<file path="config.mk">
export PLATFORM = sky130hd
export DESIGN_NAME = xcc_cipher
export DESIGN_NICKNAME = d
export VERILOG_FILES = /design/src/xcc_pkg.sv /design/src/xcc_cipher.sv
export SDC_FILE = /design/constraint.sdc
export NUM_CORES = 1
export LEC_CHECK = 0
export BUFFER_PORTS_ARGS = -buffer_cell sky130_fd_sc_hd__buf_2
export CORE_AREA = 2 2 67 69
export CTS_BUF_LIST = sky130_fd_sc_hd__clkbuf_8
export DETAILED_ROUTE_END_ITERATION = 6
export DIE_AREA = 0 0 69 71
export HOLD_SLACK_MARGIN = 0.02
export PLACE_DENSITY_LB_ADDON = 0.12
export SKIP_CTS_REPAIR_TIMING = 1
export SYNTH_ARGS = -nofsm -noshare
export SYNTH_HDL_FRONTEND = slang
export SYNTH_SLANG_ARGS = --single-unit
</file>
<file path="constraint.sdc">
create_clock -name i_clk -period 3.32 [get_ports i_clk]
set_clock_uncertainty 0.15 [all_clocks]
set_input_delay 0.498 -clock i_clk [delete_from_list [all_inputs] [get_ports i_clk]]
set_output_delay 0.498 -clock i_clk [all_outputs]
set_load 0.01 [all_outputs]
</file>
<file path="src/xcc_pkg.sv">
// Shared constants and types of the XOR chaining cipher with key table.
// Used by every module of the block; depends on nothing.
`timescale 1ns / 1ps

package xcc_pkg;

    // Key table geometry
    localparam int KEY_TABLE_DEPTH = 512;
    localparam int KT_AW           = $clog2(KEY_TABLE_DEPTH);
    // Key index also holds the depth itself (the wrap point)
    localparam int KI_W            = $clog2(KEY_TABLE_DEPTH + 1);

    // Park-Miller minimal standard generator
    localparam logic [14:0] GEN_MULT    = 15'd16807;
    localparam logic [31:0] GEN_MODULUS = 32'h7FFF_FFFF;

    // Register widths and reset values
    localparam int SEED_W = 31;
    localparam int RANGE_W = 15;
    localparam logic [SEED_W-1:0]  SEED_RST  = 31'd666666;
    localparam logic [RANGE_W-1:0] RANGE_RST = 15'd256;

    // Key table write port (fill side)
    typedef struct packed {
        logic             en;
        logic [KT_AW-1:0] addr;
        logic [7:0]       data;
    } t_key_wr;

    // Key table read request: two consecutive entries per beat
    typedef struct packed {
        logic             en;
        logic [KT_AW-1:0] addr0;
        logic [KT_AW-1:0] addr1;
    } t_key_rd;

endpackage

</file>
<file path="src/xcc_cipher.sv">
// Byte datapath: key index walk, key reads, XOR chain and output register.
// Depends on xcc_pkg; key entries come from xcc_key_mem in the cycle after the request.
`timescale 1ns / 1ps

module xcc_cipher (
    input  logic             i_clk,
    input  logic             i_rst_n,
    input  logic             i_fill_busy,
    input  logic             i_s_tvalid,
    output logic             o_s_tready,
    input  logic [7:0]       i_s_tdata,
    input  logic [1:0]       i_s_tuser,
    output xcc_pkg::t_key_rd o_rd,
    input  logic [7:0]       i_k0,
    input  logic [7:0]       i_k1,
    output logic             o_m_tvalid,
    input  logic             i_m_tready,
    output logic [7:0]       o_m_tdata,
    output logic [0:0]       o_m_tuser
);

    localparam logic [xcc_pkg::KI_W-1:0] DEPTH_KI =
        xcc_pkg::KI_W'(xcc_pkg::KEY_TABLE_DEPTH);

    logic [xcc_pkg::KI_W-1:0]  r_key_idx;
    logic [7:0]                r_chain;
    logic                      r_s1_v;
    logic                      r_s1_kind;
    logic                      r_s1_first;
    logic [7:0]                r_s1_data;
    logic                      r_s1_ovr;
    logic                      r_m_v;
    logic [7:0]                r_m_data;
    logic                      r_m_ovr;

    logic                      adv1;
    logic                      accept;
    logic [xcc_pkg::KI_W-1:0]  ki0;
    logic [xcc_pkg::KI_W-1:0]  ki1;
    logic                      wrap0;
    logic                      wrap1;
    logic [xcc_pkg::KT_AW-1:0] addr0;
    logic [xcc_pkg::KT_AW-1:0] addr1;
    logic [xcc_pkg::KI_W-1:0]  n_key_idx;
    logic [7:0]                chain_cur;
    logic [7:0]                result;

    // Handshake: stage 1 moves when the output register is free or drains
    assign adv1       = !r_m_v || i_m_tready;
    assign o_s_tready = !i_fill_busy && (!r_s1_v || adv1);
    assign accept     = i_s_tvalid && o_s_tready;

    // Two key reads per beat, each wrapping at the table end
    always_comb begin
        ki0       = i_s_tuser[1] ? '0 : r_key_idx;
        wrap0     = (ki0 >= DEPTH_KI);
        addr0     = wrap0 ? '0 : ki0[xcc_pkg::KT_AW-1:0];
        ki1       = xcc_pkg::KI_W'(addr0) + xcc_pkg::KI_W'(1);
        wrap1     = (ki1 >= DEPTH_KI);
        addr1     = wrap1 ? '0 : ki1[xcc_pkg::KT_AW-1:0];
        n_key_idx = xcc_pkg::KI_W'(addr1) + xcc_pkg::KI_W'(1);
    end

    assign o_rd.en    = accept;
    assign o_rd.addr0 = addr0;
    assign o_rd.addr1 = addr1;

    // Chain closes in stage 1
    assign chain_cur = r_s1_first ? 8'd0 : r_chain;
    assign result    = r_s1_data ^ i_k0 ^ chain_cur;

    // Stage 0 -> stage 1 (key read in flight)
    always_ff @(posedge i_clk) begin
        if (!i_rst_n) begin
            r_key_idx <= '0;
            r_s1_v    <= 1'b0;
        end else begin
            if (accept) begin
                r_key_idx  <= n_key_idx;
                r_s1_v     <= 1'b1;
                r_s1_kind  <= i_s_tuser[0];
                r_s1_first <= i_s_tuser[1];
                r_s1_data  <= i_s_tdata;
                r_s1_ovr   <= wrap0 || wrap1;
            end else if (adv1) begin
                r_s1_v <= 1'b0;
            end
        end
    end

    // Stage 1 -> output register, chain update
    always_ff @(posedge i_clk) begin
        if (!i_rst_n) begin
            r_chain <= 8'd0;
            r_m_v   <= 1'b0;
        end else if (adv1) begin
            r_m_v <= r_s1_v;
            if (r_s1_v) begin
                r_m_data <= result;
                r_m_ovr  <= r_s1_ovr;
                r_chain  <= (r_s1_kind ? r_s1_data : result) ^ i_k1;
            end
        end
    end

    assign o_m_tvalid   = r_m_v;
    assign o_m_tdata    = r_m_data;
    assign o_m_tuser[0] = r_m_ovr;

endmodule

</file>
* After elaboration in Yosys (flattened, before gate mapping)
Cells that the tools add are included.
** Storage, ports and cells
- Bits in registers :: 40
- Input bits :: 31
- Output and inout port bits :: 30
- Word-level logic and storage cells :: 36
** Cells by class
- Add/subtract/negate cells :: 2
- Magnitude comparators :: 2
- Muxes and demuxes :: 7
- Bitwise logic cells :: 3
- Reduce and logical (&&, ||, !) cells :: 12
** Operator list (number)
- 8-bit bitwise XOR :: 3
- 9-bit by 1-bit adder with 10-bit output (second input constant) :: 2
- 10-bit greater-or-equal comparator (second input constant) :: 2
- 9-bit two-way mux :: 2
- 8-bit two-way mux :: 2
- 10-bit two-way mux :: 1
- 2-bit AND reduction :: 2
- 1-bit logical NOT :: 3
- 1-bit logical OR :: 3
- 3-bit AND reduction :: 1
- 1-bit logical AND :: 2
- 1-bit two-way mux :: 2
- 2-bit nonzero test :: 1

* Depth between registers and ports, before layout
- Word-level depth :: 7
- Depth in mapped cells :: 10
- Depth with buffers taken out :: 10

* Worst setup path after synthesis
No wires, ideal clock.
- Path type :: input to output
- Start :: input port i_s_tuser[1]
- End :: output port o_rd[6] (netlist bit)
- Data arrival time :: 2.085 ns
- Data required time :: 2.672 ns
- Slack :: 0.587 ns
- Cell stages on the path :: 8
- Path buffers :: 0
- Path through :: nor2_1 -> nand2_1 -> inv_1 -> ha_1 -> nand3_1 -> nor2_1 -> xnor2_1 -> nor2_1
** RTL lines
- from (decl) :: RTL line xcc_cipher.sv:12 : input logic [1:0] i_s_tuser,
- to (decl) :: RTL line xcc_cipher.sv:13 : output xcc_pkg::t_key_rd o_rd,

==> metrics.md <==
| Metric | Value |
|---|---|
| Status | `finished, final reports clean` |
| Grt ovf | `0` |
| Area grow syn2layout | `21.1%` |
| Number of synthesized register bits | `40` |
| Setup CP Type | `reg2out` |
| CP required | `around 2.7 ns` |
| Max VDD drop | `0.203 mV` |
| Die width | `69 um` |
| Crit-path slowest cell | `or4b_1` |
| Worst skew pair latency | `about 0.29 ns` |
| Avg Cell Area, Syn | `between 10 and 15 um^2` |
| Worst hold margin | `around 0.22 ns` |
| Yosys cell types | `between 40 and 50` |
| Place WS | `0.396 ns` |
| Slew @ Worst Pin | `0.613 ns` |
| Die ar. | `4900 um^2` |
| FF+latch area | `1000 um^2` |
| Vias | `about 1700` |
| Crit Path Max Fanout | `8` |
| PortBufs | `60` |
| Setup WS post-layout | `0.266 ns` |
| Post-Route WL | `4.47 mm` |
| Area of the multi-input gates | `1040 um^2` |
| Initial antenna violation count | `0` |
| Antenna cells | `0` |
| Critical Path AT | `2.41 ns` |
| HP Class | `in2reg` |
| LEAKAGE | `~1.1 nW` |
| Final nets | `301` |
| Ys async rst share | `0%` |
| Initial core utilization | `between 50% and 60%` |
| Largest net degree at the start of global routing | `23` |
| Internal | `0.814 mW` |
| Main synth FF type | `edfxtp_1` |
| Drt via density | `~5.2` |
| Flop pwr share | `52.3%` |
| Drt first-iter violations | `140` |
| Slew HR | `59.0%` |
| Detailed placement HPWL | `3.28 mm` |
| Share of cells above drive strength 1 | `around 28%` |
| Critical-path cell list | `nor2_1 > and2_1 > ha_1 > or4b_1 > a32oi_1 > a21o_1 > buf_2` |
| Maxcap violations | `0` |
| Clk root buf | `clkbuf_8` |
| P_sw | `about 0.24 mW` |
| Most frequent cells in the layout | `buf_2, xnor2_1, edfxtp_1, dfxtp_1, nand2_1` |
| PD cells | `413 nW/um^2` |
| Fill cells | `405` |
| Clock share of power | `36.5%` |
| Top delay family on crit path | `simple AND/OR/NAND/NOR gates` |
| Boundary pin count | `61` |
| Sw frac | `23.0%` |
| CTS Buffer Depth | `2` |
| Drt wl/cell | `about 14 um` |
| RSZ-0062 raised after global routing | `false` |
| Net Count, Synth | `241` |
| Global-route wire length before repair | `7.60 mm` |
| Crit path largest cell delay | `0.48 ns` |
| Placer Congestion | `0.870` |
| Final setup violation count | `0` |
| Achievable Freq | `327 MHz` |
| Startpoint Class | `register` |
| Num Clock Sinks | `40` |
| CTS Buf Count | `5` |
| # DRC | `0` |
| Setup TNS Final | `0 ns` |
| Die height | `between 70 and 80 um` |
| Global Route Usage Sum | `between 10% and 20%` |
| Worst setup EP type | `output port` |
| First-pass DRT Iterations | `4` |
| Final period util | `roughly 92%` |
| Yosys Warn Count | `0` |
| Final Hold Viols | `0` |
| Commonest non-fill, non-tap cell in the layout | `buf_2` |
| Slew Viols, Final | `0` |
| Row count | `24` |
| Core footprint | `4200 um^2` |
| Buf/Inv on CP | `1` |
| Cells after Synth | `208` |
| Sequential area share after synthesis | `47.4%` |
| Vias in the first global route | `1693` |
| Tmin final | `3.05 ns` |
| Clock-pin slew on the worst setup and hold paths | `0.08 ns` |
| Comb pwr share | `roughly 11%` |
| H-Tree Depth | `2` |
| Post-synth EDFFs | `20` |
| CTS tree | `done` |
| Post-route ant nets | `0` |
| Post-Synthesis Cell Area | `between 2000 and 2500 um^2` |
==> final timing paths <==
check / slack, ns / from / endpoint / cells after the start
max: 0.27 / r_key_idx[9] / o_rd[2] / 7
min: 0.22 / i_s_tuser[0] / r_s1_kind / 1
max reg2reg: 0.60 / r_key_idx[9] / r_key_idx[7] / 9
min reg2reg: 0.27 / r_s1_ovr / o_m_tuser / 0
==> power by group through the flow <==
stage / sequential (mW) / combinational, mW / clock, mW
6_report: 0.553 / 0.118 / 0.386
5_1_grt: 0.556 / 0.133 / 0.413
4_1_cts: 0.553 / 0.120 / 0.393
3_5_place_dp: 0.565 / 0.119 / 0
3_3_place_gp: 0.564 / 0.118 / 0
2_1_floorplan: 0.558 / 0.0809 / 0
==> stage by stage <==
| stage | power, mW | cells | utilization (%) | instance area [um^2] |
|---|---|---|---|---|
| 2_1_floorplan | 0.639 | 208 | - | 2110 |
| 3_3_place_gp | 0.682 | 313 | 58.3 | 2450 |
| 3_5_place_dp | 0.684 | 313 | 58.3 | 2450 |
| 4_1_cts | 1.07 | 321 | 60.9 | 2560 |
| 5_1_grt | 1.10 | 321 | 60.9 | 2560 |
| 6_report | 1.06 | 321 | 60.9 | 2560 |
==> cell type report <==
cell class / count / area share (%)
multi-input cells: 151 / 40.8
flip-flops and latches: 40 / 39.1
repair buffers: 61 / 12.0
clock buffers: 5 / 2.69
well taps: 52 / 2.54
clock inverters: 3 / 1.52
inverters: 9 / 1.32
==> cells in the mapped netlist, drive strengths merged, types with 8 or more instances <==
master   n  area (um^2)
xnor2   23          201
dfxtp   20          400
edfxtp  20          601
nand2   18         67.6
nor2    13         48.8
mux2i   12          133
nor2b   10         62.6
xor2    10         87.6
nand3    9         50.1
a21oi    8         40.0
inv      8         30.0
o22ai    8         50.1
==> state kept, by name (all words and copies together) (netlist names) <==
| signal | count |
|---|---|
| r_s1_first | 1 |
| r_s1_ovr | 1 |
| r_s1_kind | 1 |
| o_m_tvalid | 1 |
| r_s1_v | 1 |
| o_m_tuser | 1 |
| o_m_tdata | 8 |
| r_s1_data | 8 |
| r_chain | 8 |
| r_key_idx | 10 |
==> per-layer routing <==
layer  vias up  wire [um]  GRT usage, %
li1        846          -             -
met3         6        255          4.56
met1       773       1900          23.3
met5         -          0             0
met2        54       2270          34.7
met4         0         42          6.32
==> worst reg2reg max path: cells and delay by family, from the launching register on <==
kind	cells	cell delay [ns]
AOI/OAI and AO/OA	2	0.32
and+or+nand+nor	5	1.24
DFF	1	0.47
adders and majority gates	1	0.27
xor gates and xnor gates	1	0.15
==> logic make-up (layout without fill, tap and decap cells) <==
| group | count (synthesis) | after routing | synth area share [%] |
|---|---|---|---|
| compound gates | 33 | 33 | 9.72 |
| xor+xnor | 33 | 33 | 13.7 |
| fa+ha+maj | 2 | 2 | 1.18 |
| buf+inv | 17 | 78 | 3.20 |
| flops | 40 | 40 | 47.4 |
| mux | 12 | 12 | 6.28 |
| simple gates | 71 | 71 | 18.5 |
Power figures use the tool's default switching activity.
