**config.mk**
```make
export PLATFORM = sky130hd
export DESIGN_NAME = xcc_keygen
export DESIGN_NICKNAME = d
export VERILOG_FILES = /design/src/xcc_pkg.sv /design/src/xcc_keygen.sv
export SDC_FILE = /design/constraint.sdc
export NUM_CORES = 2
export LEC_CHECK = 0
export ABC_CLOCK_PERIOD_IN_PS = 8950
export BUFFER_PORTS_ARGS = -buffer_cell sky130_fd_sc_hd__buf_2
export CAP_MARGIN = 20
export CELL_PAD_IN_SITES_DETAIL_PLACEMENT = 0
export CELL_PAD_IN_SITES_GLOBAL_PLACEMENT = 1
export CORE_UTILIZATION = 40
export DETAILED_ROUTE_END_ITERATION = 8
export MAX_ROUTING_LAYER = met4
export PLACE_DENSITY_LB_ADDON = 0.1
export SETUP_SLACK_MARGIN = 0.05
export SYNTH_ARGS = -nofsm -noshare
export SYNTH_HDL_FRONTEND = slang
export SYNTH_SLANG_ARGS = --single-unit
```
**constraint.sdc**
```tcl
create_clock -name i_clk -period 8.95 [get_ports i_clk]
set_input_delay 0.895 -clock i_clk [delete_from_list [all_inputs] [get_ports i_clk]]
set_output_delay 0.895 -clock i_clk [all_outputs]
set_load 0.1 [all_outputs]
```
**src/xcc_pkg.sv**
```systemverilog
// Shared constants and types of the XOR chaining cipher with key table.
// Used by every module of the block; depends on nothing.
`timescale 1ns / 1ps

package xcc_pkg;

    // Key table geometry
    localparam int KEY_TABLE_DEPTH = 512;
    localparam int KT_AW           = $clog2(KEY_TABLE_DEPTH);
    // Key index also holds the depth itself (the wrap point)
    localparam int KI_W            = $clog2(KEY_TABLE_DEPTH + 1);

    // Park-Miller minimal standard generator
    localparam logic [14:0] GEN_MULT    = 15'd16807;
    localparam logic [31:0] GEN_MODULUS = 32'h7FFF_FFFF;

    // Register widths and reset values
    localparam int SEED_W = 31;
    localparam int RANGE_W = 15;
    localparam logic [SEED_W-1:0]  SEED_RST  = 31'd666666;
    localparam logic [RANGE_W-1:0] RANGE_RST = 15'd256;

    // Key table write port (fill side)
    typedef struct packed {
        logic             en;
        logic [KT_AW-1:0] addr;
        logic [7:0]       data;
    } t_key_wr;

    // Key table read request: two consecutive entries per beat
    typedef struct packed {
        logic             en;
        logic [KT_AW-1:0] addr0;
        logic [KT_AW-1:0] addr1;
    } t_key_rd;

endpackage

```
**src/xcc_keygen.sv**
```systemverilog
// Key table fill: Park-Miller generator (mod 2^31-1) and integer scaling
// of each draw by draw_range/(2^31-1). Depends on xcc_pkg.
`timescale 1ns / 1ps

module xcc_keygen (
    input  logic                        i_clk,
    input  logic                        i_rst_n,
    input  logic                        i_start,
    input  logic [xcc_pkg::SEED_W-1:0]  i_key_seed,
    input  logic [xcc_pkg::RANGE_W-1:0] i_draw_range,
    output xcc_pkg::t_key_wr            o_wr,
    output logic                        o_busy
);

    typedef enum logic [1:0] {ST_IDLE, ST_LOAD, ST_MUL, ST_RED} t_gen_state;

    t_gen_state                  r_state;
    logic [xcc_pkg::SEED_W-1:0]  r_seed;
    logic [xcc_pkg::KT_AW-1:0]   r_bidx;
    logic [45:0]                 r_gprod;
    logic                        r_draw_v;
    logic [xcc_pkg::KT_AW-1:0]   r_draw_idx;
    logic [45:0]                 r_sprod;
    logic                        r_sv;
    logic [xcc_pkg::KT_AW-1:0]   r_sidx;

    logic [31:0]                 gen_sum;
    logic [xcc_pkg::SEED_W-1:0]  n_seed;
    logic [31:0]                 scl_sum;
    logic [7:0]                  scl_byte;

    // 16807*s mod (2^31-1): fold the high part onto the low part; a fold
    // equal to the modulus stands for the fixed point s = 2^31-1
    always_comb begin
        gen_sum = {1'b0, r_gprod[30:0]} + {17'b0, r_gprod[45:31]};
        if (gen_sum > xcc_pkg::GEN_MODULUS) begin
            gen_sum = gen_sum - xcc_pkg::GEN_MODULUS;
        end
        n_seed = gen_sum[30:0];
    end

    // floor(P / (2^31-1)) = q + (q + r >= 2^31-1), q = P >> 31, r = P mod 2^31
    always_comb begin
        scl_sum  = {1'b0, r_sprod[30:0]} + {17'b0, r_sprod[45:31]};
        scl_byte = r_sprod[38:31] + 8'(scl_sum >= xcc_pkg::GEN_MODULUS);
    end

    // Sequencer, generator loop and scaling stage
    always_ff @(posedge i_clk) begin
        if (!i_rst_n) begin
            r_state  <= ST_LOAD;
            r_draw_v <= 1'b0;
            r_sv     <= 1'b0;
        end else begin
            // scaling: multiply the fresh draw, then reduce and write
            r_sv <= r_draw_v;
            if (r_draw_v) begin
                r_sprod <= 46'(r_seed) * 46'(i_draw_range);
                r_sidx  <= r_draw_idx;
            end
            r_draw_v <= 1'b0;

            if (i_start) begin
                r_state <= ST_LOAD;
            end else begin
                unique case (r_state)
                    ST_IDLE: begin
                    end
                    ST_LOAD: begin
                        r_seed  <= (i_key_seed == '0) ? xcc_pkg::SEED_W'(1) : i_key_seed;
                        r_bidx  <= xcc_pkg::KT_AW'(xcc_pkg::KEY_TABLE_DEPTH - 1);
                        r_state <= ST_MUL;
                    end
                    ST_MUL: begin
                        r_gprod <= 46'(r_seed) * 46'(xcc_pkg::GEN_MULT);
                        r_state <= ST_RED;
                    end
                    ST_RED: begin
                        r_seed     <= n_seed;
                        r_draw_v   <= 1'b1;
                        r_draw_idx <= r_bidx;
                        if (r_bidx == '0) begin
                            r_state <= ST_IDLE;
                        end else begin
                            r_bidx  <= r_bidx - 1'b1;
                            r_state <= ST_MUL;
                        end
                    end
                    default: r_state <= ST_IDLE;
                endcase
            end
        end
    end

    assign o_wr.en   = r_sv;
    assign o_wr.addr = r_sidx;
    assign o_wr.data = scl_byte;
    assign o_busy    = (r_state != ST_IDLE) || r_draw_v || r_sv;

endmodule

```
Word-level counts from Yosys, hierarchy flattened
Index checks and enable logic that the tools add are counted.
Widths: inputs -> output; s select.
{ "op_classes": {"addsub": 5, "mul": 2, "n_lt_le_gt_ge": 2, "n_eq_ne": 4, "muxes": 8, "n_bitwise": 2, "reduce_logical": 13} }
{ "ops": {"columns": ["op", "n"], "rows": [
  ["$add 31x15->32", 2],
  ["$mux 31", 2],
  ["$pmux 31 s2", 1],
  ["$mul 31x15->46", 1],
  ["$mul 31x15->46 const B", 1],
  ["$ge 32x31->1 const B", 1],
  ["$gt 32x31->1 const B", 1],
  ["$logic_not 31->1", 1],
  ["$sub 31x31->31 const B", 1],
  ["$pmux 9 s2", 1],
  ["$logic_not 9->1", 1],
  ["$mux 9", 1],
  ["$reduce_and 3->1", 3],
  ["$sub 9x1->9 const B", 1],
  ["$add 8x1->8", 1],
  ["$pmux 2 s3", 1],
  ["$eq 2x2->1 const B", 2],
  ["$reduce_and 4->1", 1],
  ["$reduce_bool 2->1", 2],
  ["$reduce_bool 3->1", 1],
  ["$eq 2x1->1 const B", 1],
  ["$logic_or 1x1->1", 2],
  ["$mux 2", 1],
  ["$ne 2x2->1 const B", 1],
  ["4 further kinds", 5]
]} }
{ "word_totals": {"regBits": 154, "output_inout_bits": 19, "wordCells": 45} }

Logic depth before layout (Yosys ltp)
{ "logic_depth": {"word_depth": 4, "depth_mapped": 25, "depth_no_buf": 24} }

Least setup slack after synthesis
OpenSTA, ideal clock, no wires.
{ "synth_path": {"path_kind": "input to register", "from": "input i_draw_range[0] (netlist name)", "to": "register r_sprod[45] (data pin)", "setup_ns": 0.260, "t_arrival_ns": 6.579, "slack_ns": 2.111, "path_stages": 24, "path_buffers": 1, "cell_sequence": "clkbuf_1 > and2_1 > fa_1 > inv_1 > fa_1 > inv_1 > fa_1 > inv_1 > fa_1 > inv_1 > fa_1 > inv_1 > fa_1 > inv_1 > ha_1 > or3_1 > o211ai_1 > a21oi_1 > o31ai_1 > o41ai_1 > a41oi_1 > o211ai_1 > a21oi_1 > xnor2_1"} }
{ "synth_via": {"elab_chain_len": 1} }
{ "synth_rtl": {"columns": ["element", "line", "text"], "rows": [
  ["from (decl)", "xcc_keygen.sv:10", "input logic [xcc_pkg::RANGE_W-1:0] i_draw_range,"],
  ["$mul 31x15->46", "xcc_keygen.sv:58", "r_sprod <= 46'(r_seed) * 46'(i_draw_range);"],
  ["to (signal assigned)", "xcc_keygen.sv:58", null],
  ["to (decl)", "xcc_keygen.sv:23", "logic [45:0] r_sprod;"]
]} }
No other way between the ends.
A chain may end at the register's enable or synchronous reset.

Final worst setup path
{ "layout_path": {"from": "register r_seed[13] (netlist name)", "to": "register r_gprod[44] (data pin)"} }
{ "layout_via": {"elab_chain_len": 1} }
{ "layout_rtl": {"columns": ["element", "line", "text"], "rows": [
  ["from (decl)", "xcc_keygen.sv:18", "logic [xcc_pkg::SEED_W-1:0] r_seed;"],
  ["from (signal assigned)", "xcc_keygen.sv:70", "r_seed <= (i_key_seed == '0) ? xcc_pkg::SEED_W'(1) : i_key_seed;"],
  ["from (signal assigned)", "xcc_keygen.sv:79", "r_seed <= n_seed;"],
  ["$mul 31x15->46", "xcc_keygen.sv:75", "r_gprod <= 46'(r_seed) * 46'(xcc_pkg::GEN_MULT);"],
  ["to (signal assigned)", "xcc_keygen.sv:75", null],
  ["to (decl)", "xcc_keygen.sv:20", "logic [45:0] r_gprod;"]
]} }
No other way between the ends.

==> results by group <==
Placed design
  • Global placement routability congestion: roughly 0.86
  • Port Buffers: 67
  • DP HPWL: between 60000 and 70000 um

Yosys
  • Sequential area share after synthesis: 15.70%
  • Post-synthesis async set-or-reset flop share: 0%
  • Share of the synthesized area in the top cell type: around a third
  • Cell area after technology mapping: about 30000 um^2
  • Number of enable flip-flop cells after synthesis: 150
  • Largest cells by area after synthesis: fa_1, edfxtp_1, ha_1
  • Number of flip-flops and latches in the synthesized netlist: roughly 150
  • Cells after synthesis: approximately 3k
  • Count leader, synth: inv_1
  • Most used standard cells in the synthesized netlist: inv_1, fa_1, ha_1
  • Primary FF master, synth: edfxtp_1
  • Cell type contributing the most total cell area after synthesis: fa_1
  • Distinct cell type count after synthesis: 69
  • Net count of the mapped netlist: slightly below 4k
  • Syn avg cell area: between 9 and 10 um^2
  • Count of yosys warnings during synthesis: 0

Route
  • Routed wire length per instance: between 15 and 20 um
  • Total via count after detailed routing: around 20k
  • Detailed-route wire length: between 70000 and 80000 um
  • Number of design-rule violations left by the first detailed-router iteration: just under 900
  • Residual antenna-violating net count after detailed routing: 0
  • Vias per inst: ~5
  • Total DRC errors in the routed layout: 0
  • First-pass detailed-route iteration total: 5

Floorplanning
  • Initial core utilization: around 41%
  • Die outline area: about 74000 um^2
  • Number of placement rows: slightly below 100
  • Ports placed on the boundary: approximately 70
  • Die height: between 200 and 300 um
  • Die boundary width: between 200 and 300 um
  • Standard cell core area: 71850 um^2

Final layout
  • Filler cell count in the final layout: 7099
  • Fraction of final layout cells sized beyond drive strength 1: ~4.8%
  • Final nets: 3916
  • Final core occ: ~43%
  • Storage element area: between 4000 and 5000 um^2
  • Area Growth Syn to Fin: 6.802%
  • Area of combinational cells with multiple inputs: around 22000 um^2

Worst setup path
  • Max Fanout on Critical Path: 20
  • Required time at the endpoint of the critical path: 9.18 ns
  • Cell count of the worst reg-to-reg path: 21
  • Kind of capture point of the worst setup path: flip-flop
  • Sort of element at the start of the critical path: flip-flop
  • Critical path start-end classification: flip-flop to flip-flop
  • Arrival time at the worst endpoint: 7.86 ns

STA
  • Final cycle utilization of the critical path: between 80% and 90%
  • Min Hold Slack: roughly 0.42 ns
  • Rel. slew slack: between 20% and 30%
  • Unrepaired setup endpoints after global routing: false
  • Final critical-path required period: 7.634 ns
  • Clock skew: 0.01764 ns
  • Highest achievable clock rate: roughly 0.13 GHz
  • Final setup violation count: 0
  • Slew @ Worst Pin: 1.085 ns
  • Total negative slack: 0 ns
  • Final hold vios: 0
  • Final count of pins violating max slew: 0

Global routing
  • Global-route wire length before repair: roughly 120000 um
  • Vias in the first global route: about 22k
  • Overall Global Routing Usage: around 22%
  • Overall overflow remaining after global route: 0
  • Largest net degree at the start of global routing: 60
  • Number of antenna violations at the first check in global routing: 1

CTS
  • Maximum buffer depth of the clock tree: 2
  • Hold buffer count at cts: 0
  • H-tree level count: 4
  • Clock latency on the worst-skew pair: around 0.49 ns
  • Register clock-pin slew on the reported worst setup and hold paths: about 0.08 ns
  • Post-CTS Setup Inserts: 0
  • Cell at the root of the clock tree: clkbuf_16
  • TritonCTS clock tree: done
  • TritonCTS buffer count: 17
  • Post-CTS Resized: 0
  • Total clock sinks: around 150

Min path
  • Kind of path behind the tightest hold check: flip-flop to flip-flop
  • Hold-critical path depth: 0

Outcome
  • Status: finished, final reports clean

Run
  • Max-cap viol count: 0
==> logic make-up after synthesis <==
family                   Yosys count  share of synthesized area, %
AO/OA/AOI/OAI                    358                         7.835
XOR/XNOR                         132                         3.960
adder cells (fa/ha/maj)          841                         49.16
buffers and inverters            680                         8.760
flip-flops                       154                         15.70
multiplexers                       4                        0.1372
AND/OR/NAND/NOR                  832                         14.44
==> flip-flops by register name (all words and copies together) (netlist names) <==
signal,cells
r_gprod,46
r_sprod,46
r_seed,31
r_bidx,9
r_draw_idx,9
r_sidx,9
r_state,2
r_draw_v,1
r_sv,1
==> final timing paths <==
check,start,end,slack (ns)
worst min register to register,r_draw_idx[5],r_sidx[5],0.42
worst min-delay path,r_draw_idx[5],r_sidx[5],0.42
worst max register to register,r_seed[13],r_gprod[44],1.32
worst max-delay path,r_seed[13],r_gprod[44],1.32
==> layout make-up <==
| type | instances | area share, % |
|---|---|---|
| diodes | 2 | 0.01605 |
| clock buffers | 17 | 1.364 |
| clock inverters | 15 | 0.4214 |
| inverters | 585 | 7.043 |
| multi-input cells | 2167 | 70.75 |
| flip-flops and latches | 154 | 14.70 |
| well taps | 950 | 3.812 |
| repair buffers | 101 | 1.894 |
==> critical path, cell delays in order (launching register included) <==
cell       delay [ns]
edfxtp_1         0.99
inv_1            0.28
fa_1             0.60
inv_1            0.04
ha_1             0.26
inv_1            0.05
fa_1             0.51
fa_1             0.44
fa_1             0.56
inv_1            0.06
fa_1             0.48
ha_1             0.41
nand3_1          0.19
nor4_1           0.34
nand2_1          0.17
o2111ai_1        0.33
a31oi_1          0.20
o31ai_1          0.62
nand3_1          0.24
a211oi_1         0.33
o21ai_1          0.12
xnor2_1          0.14
==> per-layer routing <==
| layer | global-route usage, % | up-vias | part of all wire, % |
|---|---|---|---|
| met5 | - | - | 0 |
| met4 | 5.470 | 0 | 2.0 |
| met3 | 2.036 | 70 | 2.2 |
| met2 | 37.21 | 280 | 50 |
| met1 | 28.74 | 10330 | 46 |
| li1 | - | 9587 | - |
==> per-stage QoR <==
step | setup slack [ns] | cells | cell area, um^2
floorplan | 2.111 | 3001 | 29190
global placement | 1.166 | 3957 | 30620
detailed placement | 1.056 | 3957 | 30620
CTS | 1.305 | 3989 | 31170
global route | 0.9847 | 3989 | 31170
finish | 1.316 | 3991 | 31180
==> placed cells by master, fill, tap and decap left out, types with 15 or more instances in the layout <==
cell / n
ha_1: 331
inv_1: 585
edfxtp_1: 150
and3_1: 23
xor2_1: 53
and2_1: 273
nand2b_1: 19
clkbuf_16: 17
nor4_1: 15
nand2_1: 308
a21o_1: 42
nor2_1: 72
fa_1: 510
nand4_1: 25
nand3_1: 44
nor2b_1: 16
xnor2_1: 79
a21oi_1: 105
buf_4: 34
buf_2: 67
o21bai_1: 21
o21ai_0: 86
Power is not shown: default switching activity piles up to over one toggle a cycle in this logic, so the estimate is an artifact.
